[src/rtl/wpda_pkg.sv]
// Shared widths, types and register indexes for the windowed peak detector.
package wpda_pkg;

    localparam int VOLT_W     = 16;
    localparam int CURR_W     = 24;
    localparam int AREA_W     = 52;
    localparam int MAGSUM_W   = CURR_W + 1;
    localparam int DV_W       = VOLT_W + 1;
    localparam int TERM_W     = MAGSUM_W + 1 + DV_W;
    localparam int CFG_IDX_W  = 2;
    localparam int CFG_DATA_W = CURR_W;

    typedef logic [CFG_IDX_W-1:0] cfg_idx_t;

    localparam cfg_idx_t CFG_WINDOW_LOW  = 2'd0;
    localparam cfg_idx_t CFG_WINDOW_HIGH = 2'd1;
    localparam cfg_idx_t CFG_THRESHOLD   = 2'd2;

    localparam logic signed [VOLT_W-1:0] WINDOW_LOW_RESET  = 16'sd0;
    localparam logic signed [VOLT_W-1:0] WINDOW_HIGH_RESET = 16'sd250;
    localparam logic [CURR_W-1:0]        THRESHOLD_RESET   = '0;

    localparam logic signed [AREA_W-1:0] AREA_MAX = {1'b0, {(AREA_W-1){1'b1}}};
    localparam logic signed [AREA_W-1:0] AREA_MIN = {1'b1, {(AREA_W-1){1'b0}}};

    typedef struct packed {
        logic signed [VOLT_W-1:0] voltage;
        logic signed [CURR_W-1:0] current;
        logic                     last;
    } sample_t;

    typedef struct packed {
        logic                     in_window;
        logic [CURR_W-1:0]        magnitude;
        logic signed [VOLT_W-1:0] voltage;
        logic signed [TERM_W-1:0] term;
        logic                     last;
    } term_t;

    typedef struct packed {
        logic signed [VOLT_W-1:0] window_low;
        logic signed [VOLT_W-1:0] window_high;
        logic [CURR_W-1:0]        threshold;
    } cfg_t;

endpackage

[src/rtl/wpda_if.sv]
// Request channels of the windowed peak detector: samples, results, register writes.
interface wpda_sample_if import wpda_pkg::*; ();
    logic                     valid;
    logic                     ready;
    logic signed [VOLT_W-1:0] sample_voltage;
    logic signed [CURR_W-1:0] sample_current;
    logic                     last_sample;

    modport source (output valid, sample_voltage, sample_current, last_sample, input ready);
    modport sink   (input valid, sample_voltage, sample_current, last_sample, output ready);
endinterface

interface wpda_result_if import wpda_pkg::*; ();
    logic                     valid;
    logic                     ready;
    logic                     detected;
    logic [CURR_W-1:0]        peak_height;
    logic signed [VOLT_W-1:0] peak_voltage;
    logic signed [AREA_W-1:0] area_doubled;

    modport source (output valid, detected, peak_height, peak_voltage, area_doubled,
                    input ready);
    modport sink   (input valid, detected, peak_height, peak_voltage, area_doubled,
                    output ready);
endinterface

interface wpda_cfg_if import wpda_pkg::*; ();
    logic                  valid;
    logic                  ready;
    cfg_idx_t              index;
    logic [CFG_DATA_W-1:0] data;

    modport source (output valid, index, data, input ready);
    modport sink   (input valid, index, data, output ready);
endinterface

[src/rtl/wpda_front.sv]
// Window test, magnitude and trapezoid term stage, with the previous-sample state.
module wpda_front import wpda_pkg::*;
(
    input  logic    clk,
    input  logic    rst_n,
    input  cfg_t    cfg,
    input  logic    a_take,
    input  sample_t a_data,
    input  logic    b_take,
    output logic    b_valid,
    output term_t   b_data
);

    logic signed [VOLT_W-1:0] prev_voltage_reg, prev_voltage_next;
    logic [CURR_W-1:0]        prev_mag_reg, prev_mag_next;
    logic                     started_reg, started_next;
    logic                     b_valid_reg, b_valid_next;
    term_t                    b_reg, b_next;

    logic [CURR_W-1:0]          magnitude;
    logic                       in_window;
    logic [MAGSUM_W-1:0]        mag_sum;
    logic signed [DV_W-1:0]     dv;
    logic signed [TERM_W-1:0]   product;

    always_comb
    begin
        magnitude = a_data.current[CURR_W-1] ? (~a_data.current + 1'b1) : a_data.current;
        in_window = (a_data.voltage >= cfg.window_low) && (a_data.voltage <= cfg.window_high);
        mag_sum   = {1'b0, magnitude} + {1'b0, prev_mag_reg};
        dv        = {a_data.voltage[VOLT_W-1], a_data.voltage}
                  - {prev_voltage_reg[VOLT_W-1], prev_voltage_reg};
        product   = TERM_W'($signed({1'b0, mag_sum}) * dv);

        b_next.in_window = in_window;
        b_next.magnitude = magnitude;
        b_next.voltage   = a_data.voltage;
        b_next.term      = (in_window && started_reg) ? product : '0;
        b_next.last      = a_data.last;

        prev_voltage_next = prev_voltage_reg;
        prev_mag_next     = prev_mag_reg;
        started_next      = started_reg;
        if (a_take)
        begin
            if (in_window)
            begin
                prev_voltage_next = a_data.voltage;
                prev_mag_next     = magnitude;
                started_next      = 1'b1;
            end
            if (a_data.last)
            begin
                prev_voltage_next = '0;
                prev_mag_next     = '0;
                started_next      = 1'b0;
            end
        end

        if (a_take)
            b_valid_next = 1'b1;
        else if (b_take)
            b_valid_next = 1'b0;
        else
            b_valid_next = b_valid_reg;
    end

    always_ff @(posedge clk or negedge rst_n)
    begin
        if (!rst_n)
        begin
            prev_voltage_reg <= '0;
            prev_mag_reg     <= '0;
            started_reg      <= 1'b0;
            b_valid_reg      <= 1'b0;
        end
        else
        begin
            prev_voltage_reg <= prev_voltage_next;
            prev_mag_reg     <= prev_mag_next;
            started_reg      <= started_next;
            b_valid_reg      <= b_valid_next;
        end
    end

    always_ff @(posedge clk)
    begin
        if (a_take)
            b_reg <= b_next;
    end

    assign b_valid = b_valid_reg;
    assign b_data  = b_reg;

endmodule

[src/rtl/wpda_accum.sv]
// Peak tracking, saturating area sum and the result register.
module wpda_accum import wpda_pkg::*;
(
    input  logic  clk,
    input  logic  rst_n,
    input  cfg_t  cfg,
    input  logic  b_valid,
    input  term_t b_data,
    output logic  b_take,
    wpda_result_if.source result
);

    logic [CURR_W-1:0]        max_mag_reg, max_mag_next;
    logic signed [VOLT_W-1:0] max_voltage_reg, max_voltage_next;
    logic                     peak_seen_reg, peak_seen_next;
    logic signed [AREA_W-1:0] area_reg, area_next;

    logic                     res_valid_reg, res_valid_next;
    logic                     res_detected_reg, res_detected_next;
    logic [CURR_W-1:0]        res_height_reg, res_height_next;
    logic signed [VOLT_W-1:0] res_voltage_reg, res_voltage_next;
    logic signed [AREA_W-1:0] res_area_reg, res_area_next;

    logic signed [AREA_W:0]   sum;
    logic                     out_free;
    logic                     detect;

    always_comb
    begin
        out_free = !res_valid_reg || result.ready;
        b_take   = b_valid && (!b_data.last || out_free);

        sum = {area_reg[AREA_W-1], area_reg}
            + (AREA_W+1)'(b_data.term);

        max_mag_next     = max_mag_reg;
        max_voltage_next = max_voltage_reg;
        peak_seen_next   = peak_seen_reg;
        area_next        = area_reg;
        if (b_data.in_window)
        begin
            if (b_data.magnitude > max_mag_reg)
            begin
                max_mag_next     = b_data.magnitude;
                max_voltage_next = b_data.voltage;
                peak_seen_next   = 1'b1;
            end
            if (sum[AREA_W] != sum[AREA_W-1])
                area_next = sum[AREA_W] ? AREA_MIN : AREA_MAX;
            else
                area_next = sum[AREA_W-1:0];
        end

        detect = peak_seen_next && (max_mag_next > cfg.threshold);

        res_detected_next = detect;
        res_height_next   = detect ? max_mag_next : '0;
        res_voltage_next  = detect ? max_voltage_next : '0;
        res_area_next     = detect ? area_next : '0;

        if (b_take && b_data.last)
        begin
            max_mag_next     = '0;
            max_voltage_next = '0;
            peak_seen_next   = 1'b0;
            area_next        = '0;
        end

        if (b_take && b_data.last)
            res_valid_next = 1'b1;
        else if (result.ready)
            res_valid_next = 1'b0;
        else
            res_valid_next = res_valid_reg;
    end

    always_ff @(posedge clk or negedge rst_n)
    begin
        if (!rst_n)
        begin
            max_mag_reg     <= '0;
            max_voltage_reg <= '0;
            peak_seen_reg   <= 1'b0;
            area_reg        <= '0;
            res_valid_reg   <= 1'b0;
        end
        else
        begin
            if (b_take)
            begin
                max_mag_reg     <= max_mag_next;
                max_voltage_reg <= max_voltage_next;
                peak_seen_reg   <= peak_seen_next;
                area_reg        <= area_next;
            end
            res_valid_reg <= res_valid_next;
        end
    end

    always_ff @(posedge clk)
    begin
        if (b_take && b_data.last)
        begin
            res_detected_reg <= res_detected_next;
            res_height_reg   <= res_height_next;
            res_voltage_reg  <= res_voltage_next;
            res_area_reg     <= res_area_next;
        end
    end

    assign result.valid        = res_valid_reg;
    assign result.detected     = res_detected_reg;
    assign result.peak_height  = res_height_reg;
    assign result.peak_voltage = res_voltage_reg;
    assign result.area_doubled = res_area_reg;

endmodule

[src/rtl/windowed_peak_detect_with_area_unit.sv]
// Top level of the windowed peak detector with trapezoidal area.
//
// sample: one request per scan sample (voltage in mV, signed current in nA,
//   last_sample marks the end of the scan).
// result: one request per scan, sent after the sample marked last.
// cfg: register writes (window low, window high, detection threshold); always
//   ready, to be used only while no scan is in flight.
// Throughput: one sample per cycle unless a last sample waits for the result
//   register. A sample passes an input register, the magnitude/multiply stage
//   and the accumulate stage; taking the last sample loads the result register.
// The accumulate stage can close one scan per cycle while the receiver takes each
//   result; its add-and-saturate loop on the area sum is combinational.
// When the receiver stalls, the result register holds and samples that are
//   not marked last keep flowing; a further last sample waits in the pipe.
// Reset clears the scan state and loads the register defaults (0, 250, 0).
module windowed_peak_detect_with_area_unit import wpda_pkg::*;
(
    input  logic clk,
    input  logic rst_n,
    wpda_cfg_if.sink      cfg,
    wpda_sample_if.sink   sample,
    wpda_result_if.source result
);

    cfg_t    cfg_reg, cfg_next;
    logic    a_valid_reg, a_valid_next;
    sample_t a_reg;
    logic    a_take;
    logic    in_take;
    logic    b_valid;
    logic    b_take;
    term_t   b_data;

    assign cfg.ready = 1'b1;

    always_comb
    begin
        cfg_next = cfg_reg;
        if (cfg.valid)
        begin
            case (cfg.index)
                CFG_WINDOW_LOW:  cfg_next.window_low  = cfg.data[VOLT_W-1:0];
                CFG_WINDOW_HIGH: cfg_next.window_high = cfg.data[VOLT_W-1:0];
                CFG_THRESHOLD:   cfg_next.threshold   = cfg.data[CURR_W-1:0];
                default:         cfg_next = cfg_reg;
            endcase
        end

        a_take       = a_valid_reg && (!b_valid || b_take);
        sample.ready = !a_valid_reg || !b_valid || b_take;
        in_take      = sample.valid && sample.ready;

        if (in_take)
            a_valid_next = 1'b1;
        else if (a_take)
            a_valid_next = 1'b0;
        else
            a_valid_next = a_valid_reg;
    end

    always_ff @(posedge clk or negedge rst_n)
    begin
        if (!rst_n)
        begin
            cfg_reg.window_low  <= WINDOW_LOW_RESET;
            cfg_reg.window_high <= WINDOW_HIGH_RESET;
            cfg_reg.threshold   <= THRESHOLD_RESET;
            a_valid_reg         <= 1'b0;
        end
        else
        begin
            cfg_reg     <= cfg_next;
            a_valid_reg <= a_valid_next;
        end
    end

    always_ff @(posedge clk)
    begin
        if (in_take)
        begin
            a_reg.voltage <= sample.sample_voltage;
            a_reg.current <= sample.sample_current;
            a_reg.last    <= sample.last_sample;
        end
    end

    wpda_front u_front
    (
        .clk     (clk),
        .rst_n   (rst_n),
        .cfg     (cfg_reg),
        .a_take  (a_take),
        .a_data  (a_reg),
        .b_take  (b_take),
        .b_valid (b_valid),
        .b_data  (b_data)
    );

    wpda_accum u_accum
    (
        .clk     (clk),
        .rst_n   (rst_n),
        .cfg     (cfg_reg),
        .b_valid (b_valid),
        .b_data  (b_data),
        .b_take  (b_take),
        .result  (result)
    );

endmodule

[src/flat_wrapper.sv]
// flat-port wrapper written by rule: the top's interface ports become plain ports
module windowed_peak_detect_with_area_unit_flat import wpda_pkg::*;
  (clk, rst_n, cfg_valid, cfg_index, cfg_data, cfg_ready, sample_valid, sample_sample_voltage, sample_sample_current, sample_last_sample, sample_ready, result_valid, result_detected, result_peak_height, result_peak_voltage, result_area_doubled, result_ready);
  wpda_cfg_if cfg_i ();
  wpda_sample_if sample_i ();
  wpda_result_if result_i ();
  input  logic clk;
  input  logic rst_n;
  input wire logic [$bits(cfg_i.valid)-1:0] cfg_valid;
  input wire logic [$bits(cfg_i.index)-1:0] cfg_index;
  input wire logic [$bits(cfg_i.data)-1:0] cfg_data;
  output wire logic [$bits(cfg_i.ready)-1:0] cfg_ready;
  input wire logic [$bits(sample_i.valid)-1:0] sample_valid;
  input wire logic [$bits(sample_i.sample_voltage)-1:0] sample_sample_voltage;
  input wire logic [$bits(sample_i.sample_current)-1:0] sample_sample_current;
  input wire logic [$bits(sample_i.last_sample)-1:0] sample_last_sample;
  output wire logic [$bits(sample_i.ready)-1:0] sample_ready;
  output wire logic [$bits(result_i.valid)-1:0] result_valid;
  output wire logic [$bits(result_i.detected)-1:0] result_detected;
  output wire logic [$bits(result_i.peak_height)-1:0] result_peak_height;
  output wire logic [$bits(result_i.peak_voltage)-1:0] result_peak_voltage;
  output wire logic [$bits(result_i.area_doubled)-1:0] result_area_doubled;
  input wire logic [$bits(result_i.ready)-1:0] result_ready;
  assign cfg_i.valid = cfg_valid;
  assign cfg_i.index = cfg_index;
  assign cfg_i.data = cfg_data;
  assign cfg_ready = cfg_i.ready;
  assign sample_i.valid = sample_valid;
  assign sample_i.sample_voltage = sample_sample_voltage;
  assign sample_i.sample_current = sample_sample_current;
  assign sample_i.last_sample = sample_last_sample;
  assign sample_ready = sample_i.ready;
  assign result_valid = result_i.valid;
  assign result_detected = result_i.detected;
  assign result_peak_height = result_i.peak_height;
  assign result_peak_voltage = result_i.peak_voltage;
  assign result_area_doubled = result_i.area_doubled;
  assign result_i.ready = result_ready;
  windowed_peak_detect_with_area_unit u_core (.clk(clk), .rst_n(rst_n), .cfg(cfg_i), .sample(sample_i), .result(result_i));
endmodule
[config.mk]
export PLATFORM = sky130hd
export DESIGN_NAME = windowed_peak_detect_with_area_unit_flat
export DESIGN_NICKNAME = d
export VERILOG_FILES = /design/src/rtl/wpda_pkg.sv /design/src/rtl/wpda_if.sv /design/src/rtl/wpda_front.sv /design/src/rtl/wpda_accum.sv /design/src/rtl/windowed_peak_detect_with_area_unit.sv /design/src/flat_wrapper.sv
export SDC_FILE = /design/constraint.sdc
export NUM_CORES = 2
export LEC_CHECK = 0
export BUFFER_PORTS_ARGS = -buffer_cell sky130_fd_sc_hd__buf_2
export CAP_MARGIN = 20
export CORE_MARGIN = 2
export CORE_UTILIZATION = 62
export CTS_BUF_LIST = sky130_fd_sc_hd__clkbuf_4 sky130_fd_sc_hd__clkbuf_8
export DETAILED_ROUTE_END_ITERATION = 12
export GPL_TIMING_DRIVEN = 0
export HOLD_SLACK_MARGIN = 0.02
export PLACE_DENSITY = 0.91
export SETUP_SLACK_MARGIN = 0.1
export SLEW_MARGIN = 25
export SYNTH_ARGS = -nofsm -noshare
export SYNTH_HDL_FRONTEND = slang
export SYNTH_HIERARCHICAL = 1
export SYNTH_SLANG_ARGS = --single-unit
[constraint.sdc]
create_clock -name clk -period 18.37 [get_ports clk]
set_input_delay 1.837 -clock clk [delete_from_list [all_inputs] [get_ports clk]]
set_output_delay 1.837 -clock clk [all_outputs]
set_load 0.02 [all_outputs]
==> results.toml <==
[logic_synthesis]
ys_seq_elements = 412
syn_nets = 4688
synth_area_leaders = "fa_1 18%, edfxtp_1 17%, dfrtp_1 12%, ha_1 10%, inv_1 5.3%"
synth_ff_type = "edfxtp_1"
yosysTopAreaCell = "fa_1"
synth_most_common_cell = "inv_1"
ys_top_cells_by_count = "532 x inv_1, 409 x nand2_1, 389 x nor2_1, 347 x fa_1, 315 x ha_1"
netlist_instances = 3954
yosys.area.top_type_share = 0.1844
synth_warnings = 6
synth_enable_flop_cells = 219
async_flop_share = 0.4684
syn_area_per_cell_um2 = 9.529
synth.cell_area_mm2 = 0.03768
seq_area_frac_synth = 0.3029
synth.distinct_cells = 103

[sta]
post-route-period-util = 0.6190
fmax_mhz = 87.94
fin_crit_ns = 11.37
finalHoldViolations = 0
fin_worst_skew_ns = 0.05186
relSlewSlack = 0.1711
tightest_slew_ns = 1.226
rsz0062_at_grt = "no"
setup_viol = 0
tns_ns = 0
drv_slew = 0

[global_routing]
grt_first_pass_wirelength_um = 172500
grt_util_all_layers = 0.3541
grt_pass1_vias = 31920
globalRouteOverflowTotal = 0
grt_max_degree = 72
antenna_found_initial = 5

[placed_design]
place_congestion = 1.036
dp_hpwl_um = 85870
io_buffers = 166

[setup_path]
crit_path_frequent_cell = "fa_1"
crit_slowest_cell = "a2111oi_1"
r2r-end = "u_core/u_front/b_data[39]$_SDFFCE_PN0P_"
cp-end-kind = "flip-flop"
reg2reg_from = "u_core/a_reg[6]$_DFFE_PP_"
critPathMaxFanout = 10
reg2reg_depth = 34
rrSetupSlack_ns = 7.00
arrival_ns = 11.82
required_ns = 18.82
cp-endpoint = "u_core/u_front/b_data[39]$_SDFFCE_PN0P_"
cp_slowest_stage_delay_ns = 0.72
path_class = "flip-flop to flip-flop"
critPathLaunchType = "flip-flop"
crit_start = "u_core/a_reg[6]$_DFFE_PP_"

[detailed_routing]
drc_errors = 0
drt-vias-per-instance = 6.326
wl_um = 110000
vias = 31860
ant_nets = 0
drt_first_pass_iters = 9
drtIter0Drc = 3990
wl_per_cell_um = 21.83

[cts]
ctsHoldBuffers = 0
cts_tree = "built"
post_cts_resized = 0
clk_pin_slew_ns = 0.07
postCtsSetupRepairBufs = 0
clk_latency_ns = 0.68
clock-sinks = 412
htree_levels = 3
clock_path_buffers = 3
numCtsBuffers = 67
cts_root_buf = "clkbuf_8"

[die]
fp.dieW_um = 250.5
start_util = 0.6254
fp-row-count = 90
core_area_mm2 = 0.06025
die_h_um = 250.5
ios = 168
dieArea_mm2 = 0.06276

[layout]
drive_gt1_frac = 0.1091
largest_reg_flops = 85
area_growth_pct = 9.355
fillCellCount = 4248
nNetsFinal = 4932

[status]
status = "finished clean"

[run]
drv_cap = 0

[hold_path]
hold_class = "flip-flop to flip-flop"
[kinds of logic after synthesis]
family                     count (synthesis)  synth area share
AOI/OAI and AO/OA                        842            0.1486
xor gates and xnor gates                 150           0.03507
adders and majority gates                663            0.2893
buffers and inverters                    704           0.07366
DFF                                      412            0.3029
muxes                                     59           0.01753
other                                      1        0.00009953
and+or+nand+nor                         1123            0.1328
[stage by stage]
stage,setup slack (ns),instance area (um^2),hold slack [ns],cells,util
finish,6.998,41200,0.4740,5037,0.6839
global route,6.495,41200,0.5130,5037,0.6839
CTS,7.220,41160,0.4784,5033,0.6832
detailed placement,7.313,39770,0.4657,4910,0.6601
global placement,5.134,39490,0.4549,4902,0.6554
floorplan,8.414,37680,0.4422,3954,-
[cell type report]
class | count | area (um^2) | area share
multi-input combinational | 2838 | 23570 | 0.5721
buffer | 169 | 767.0 | 0.01862
tap | 782 | 978.4 | 0.02375
sequential | 412 | 11410 | 0.2770
clock buffer | 95 | 1170 | 0.02839
timing repair buffer | 175 | 1059 | 0.02569
inverter | 535 | 2013 | 0.04886
antenna | 3 | 7.507 | 0.0001822
clock inverter | 28 | 220.2 | 0.005345
[metal layers]
layer	vias to the layer above	global-route usage	part of all wire
met5	-	0	0.00027
met4	4	0.1872	0.058
met3	460	0.07368	0.12
met2	2221	0.5493	0.44
met1	15290	0.4712	0.38
li1	13890	-	-
[critical path: cells and delay by family (launching register included)]
kind	cells	cell delay [ns]
compound gates	7	2.46
buf+inv	6	1.14
simple gates	11	2.66
flops	1	0.46
xor+xnor	2	0.63
fa+ha+maj	8	3.82
[layout by cell type (no fill, tap or decap), types with 50 or more instances in the layout]
| cell | netlist | final |
|---|---|---|
| inv_1 | 532 | 531 |
| nand2_1 | 409 | 409 |
| nor2_1 | 389 | 389 |
| fa_1 | 347 | 347 |
| ha_1 | 315 | 315 |
| edfxtp_1 | 219 | 219 |
| a21oi_1 | 206 | 206 |
| buf_2 | 37 | 202 |
| dfrtp_1 | 187 | 187 |
| o21ai_0 | 176 | 175 |
| clkbuf_1 | 110 | 110 |
| xnor2_1 | 87 | 80 |
| clkbuf_8 | 1 | 74 |
| nor2b_1 | 61 | 61 |
| xor2_1 | 62 | 60 |
| mux2_2 | 56 | 56 |
| o2bb2ai_1 | 56 | 56 |
| nor3_1 | 50 | 50 |
| a21o_1 | 50 | 50 |
[worst min-delay path by stage]
stage                                                               from                                        endpoint  slack (ns)  depth (start not counted)
final                      u_core/u_accum/max_voltage_reg[1]$_DFFE_PN0P_   u_core/u_accum/max_voltage_reg[1]$_DFFE_PN0P_        0.47                          2
after global routing      u_core/u_accum/max_voltage_reg[13]$_DFFE_PN0P_  u_core/u_accum/max_voltage_reg[13]$_DFFE_PN0P_        0.51                          2
after CTS                  u_core/u_accum/max_voltage_reg[1]$_DFFE_PN0P_   u_core/u_accum/max_voltage_reg[1]$_DFFE_PN0P_        0.48                          2
after detailed placement   u_core/u_accum/max_voltage_reg[1]$_DFFE_PN0P_   u_core/u_accum/max_voltage_reg[1]$_DFFE_PN0P_        0.47                          2
after global placement    u_core/u_accum/max_voltage_reg[12]$_DFFE_PN0P_  u_core/u_accum/max_voltage_reg[12]$_DFFE_PN0P_        0.45                          2
after floorplan            u_core/u_accum/max_voltage_reg[0]$_DFFE_PN0P_   u_core/u_accum/max_voltage_reg[0]$_DFFE_PN0P_        0.44                          2
Power is left out: the tool's default activity adds up to more than one toggle a clock period on the data nets, which glitch-free logic cannot reach.
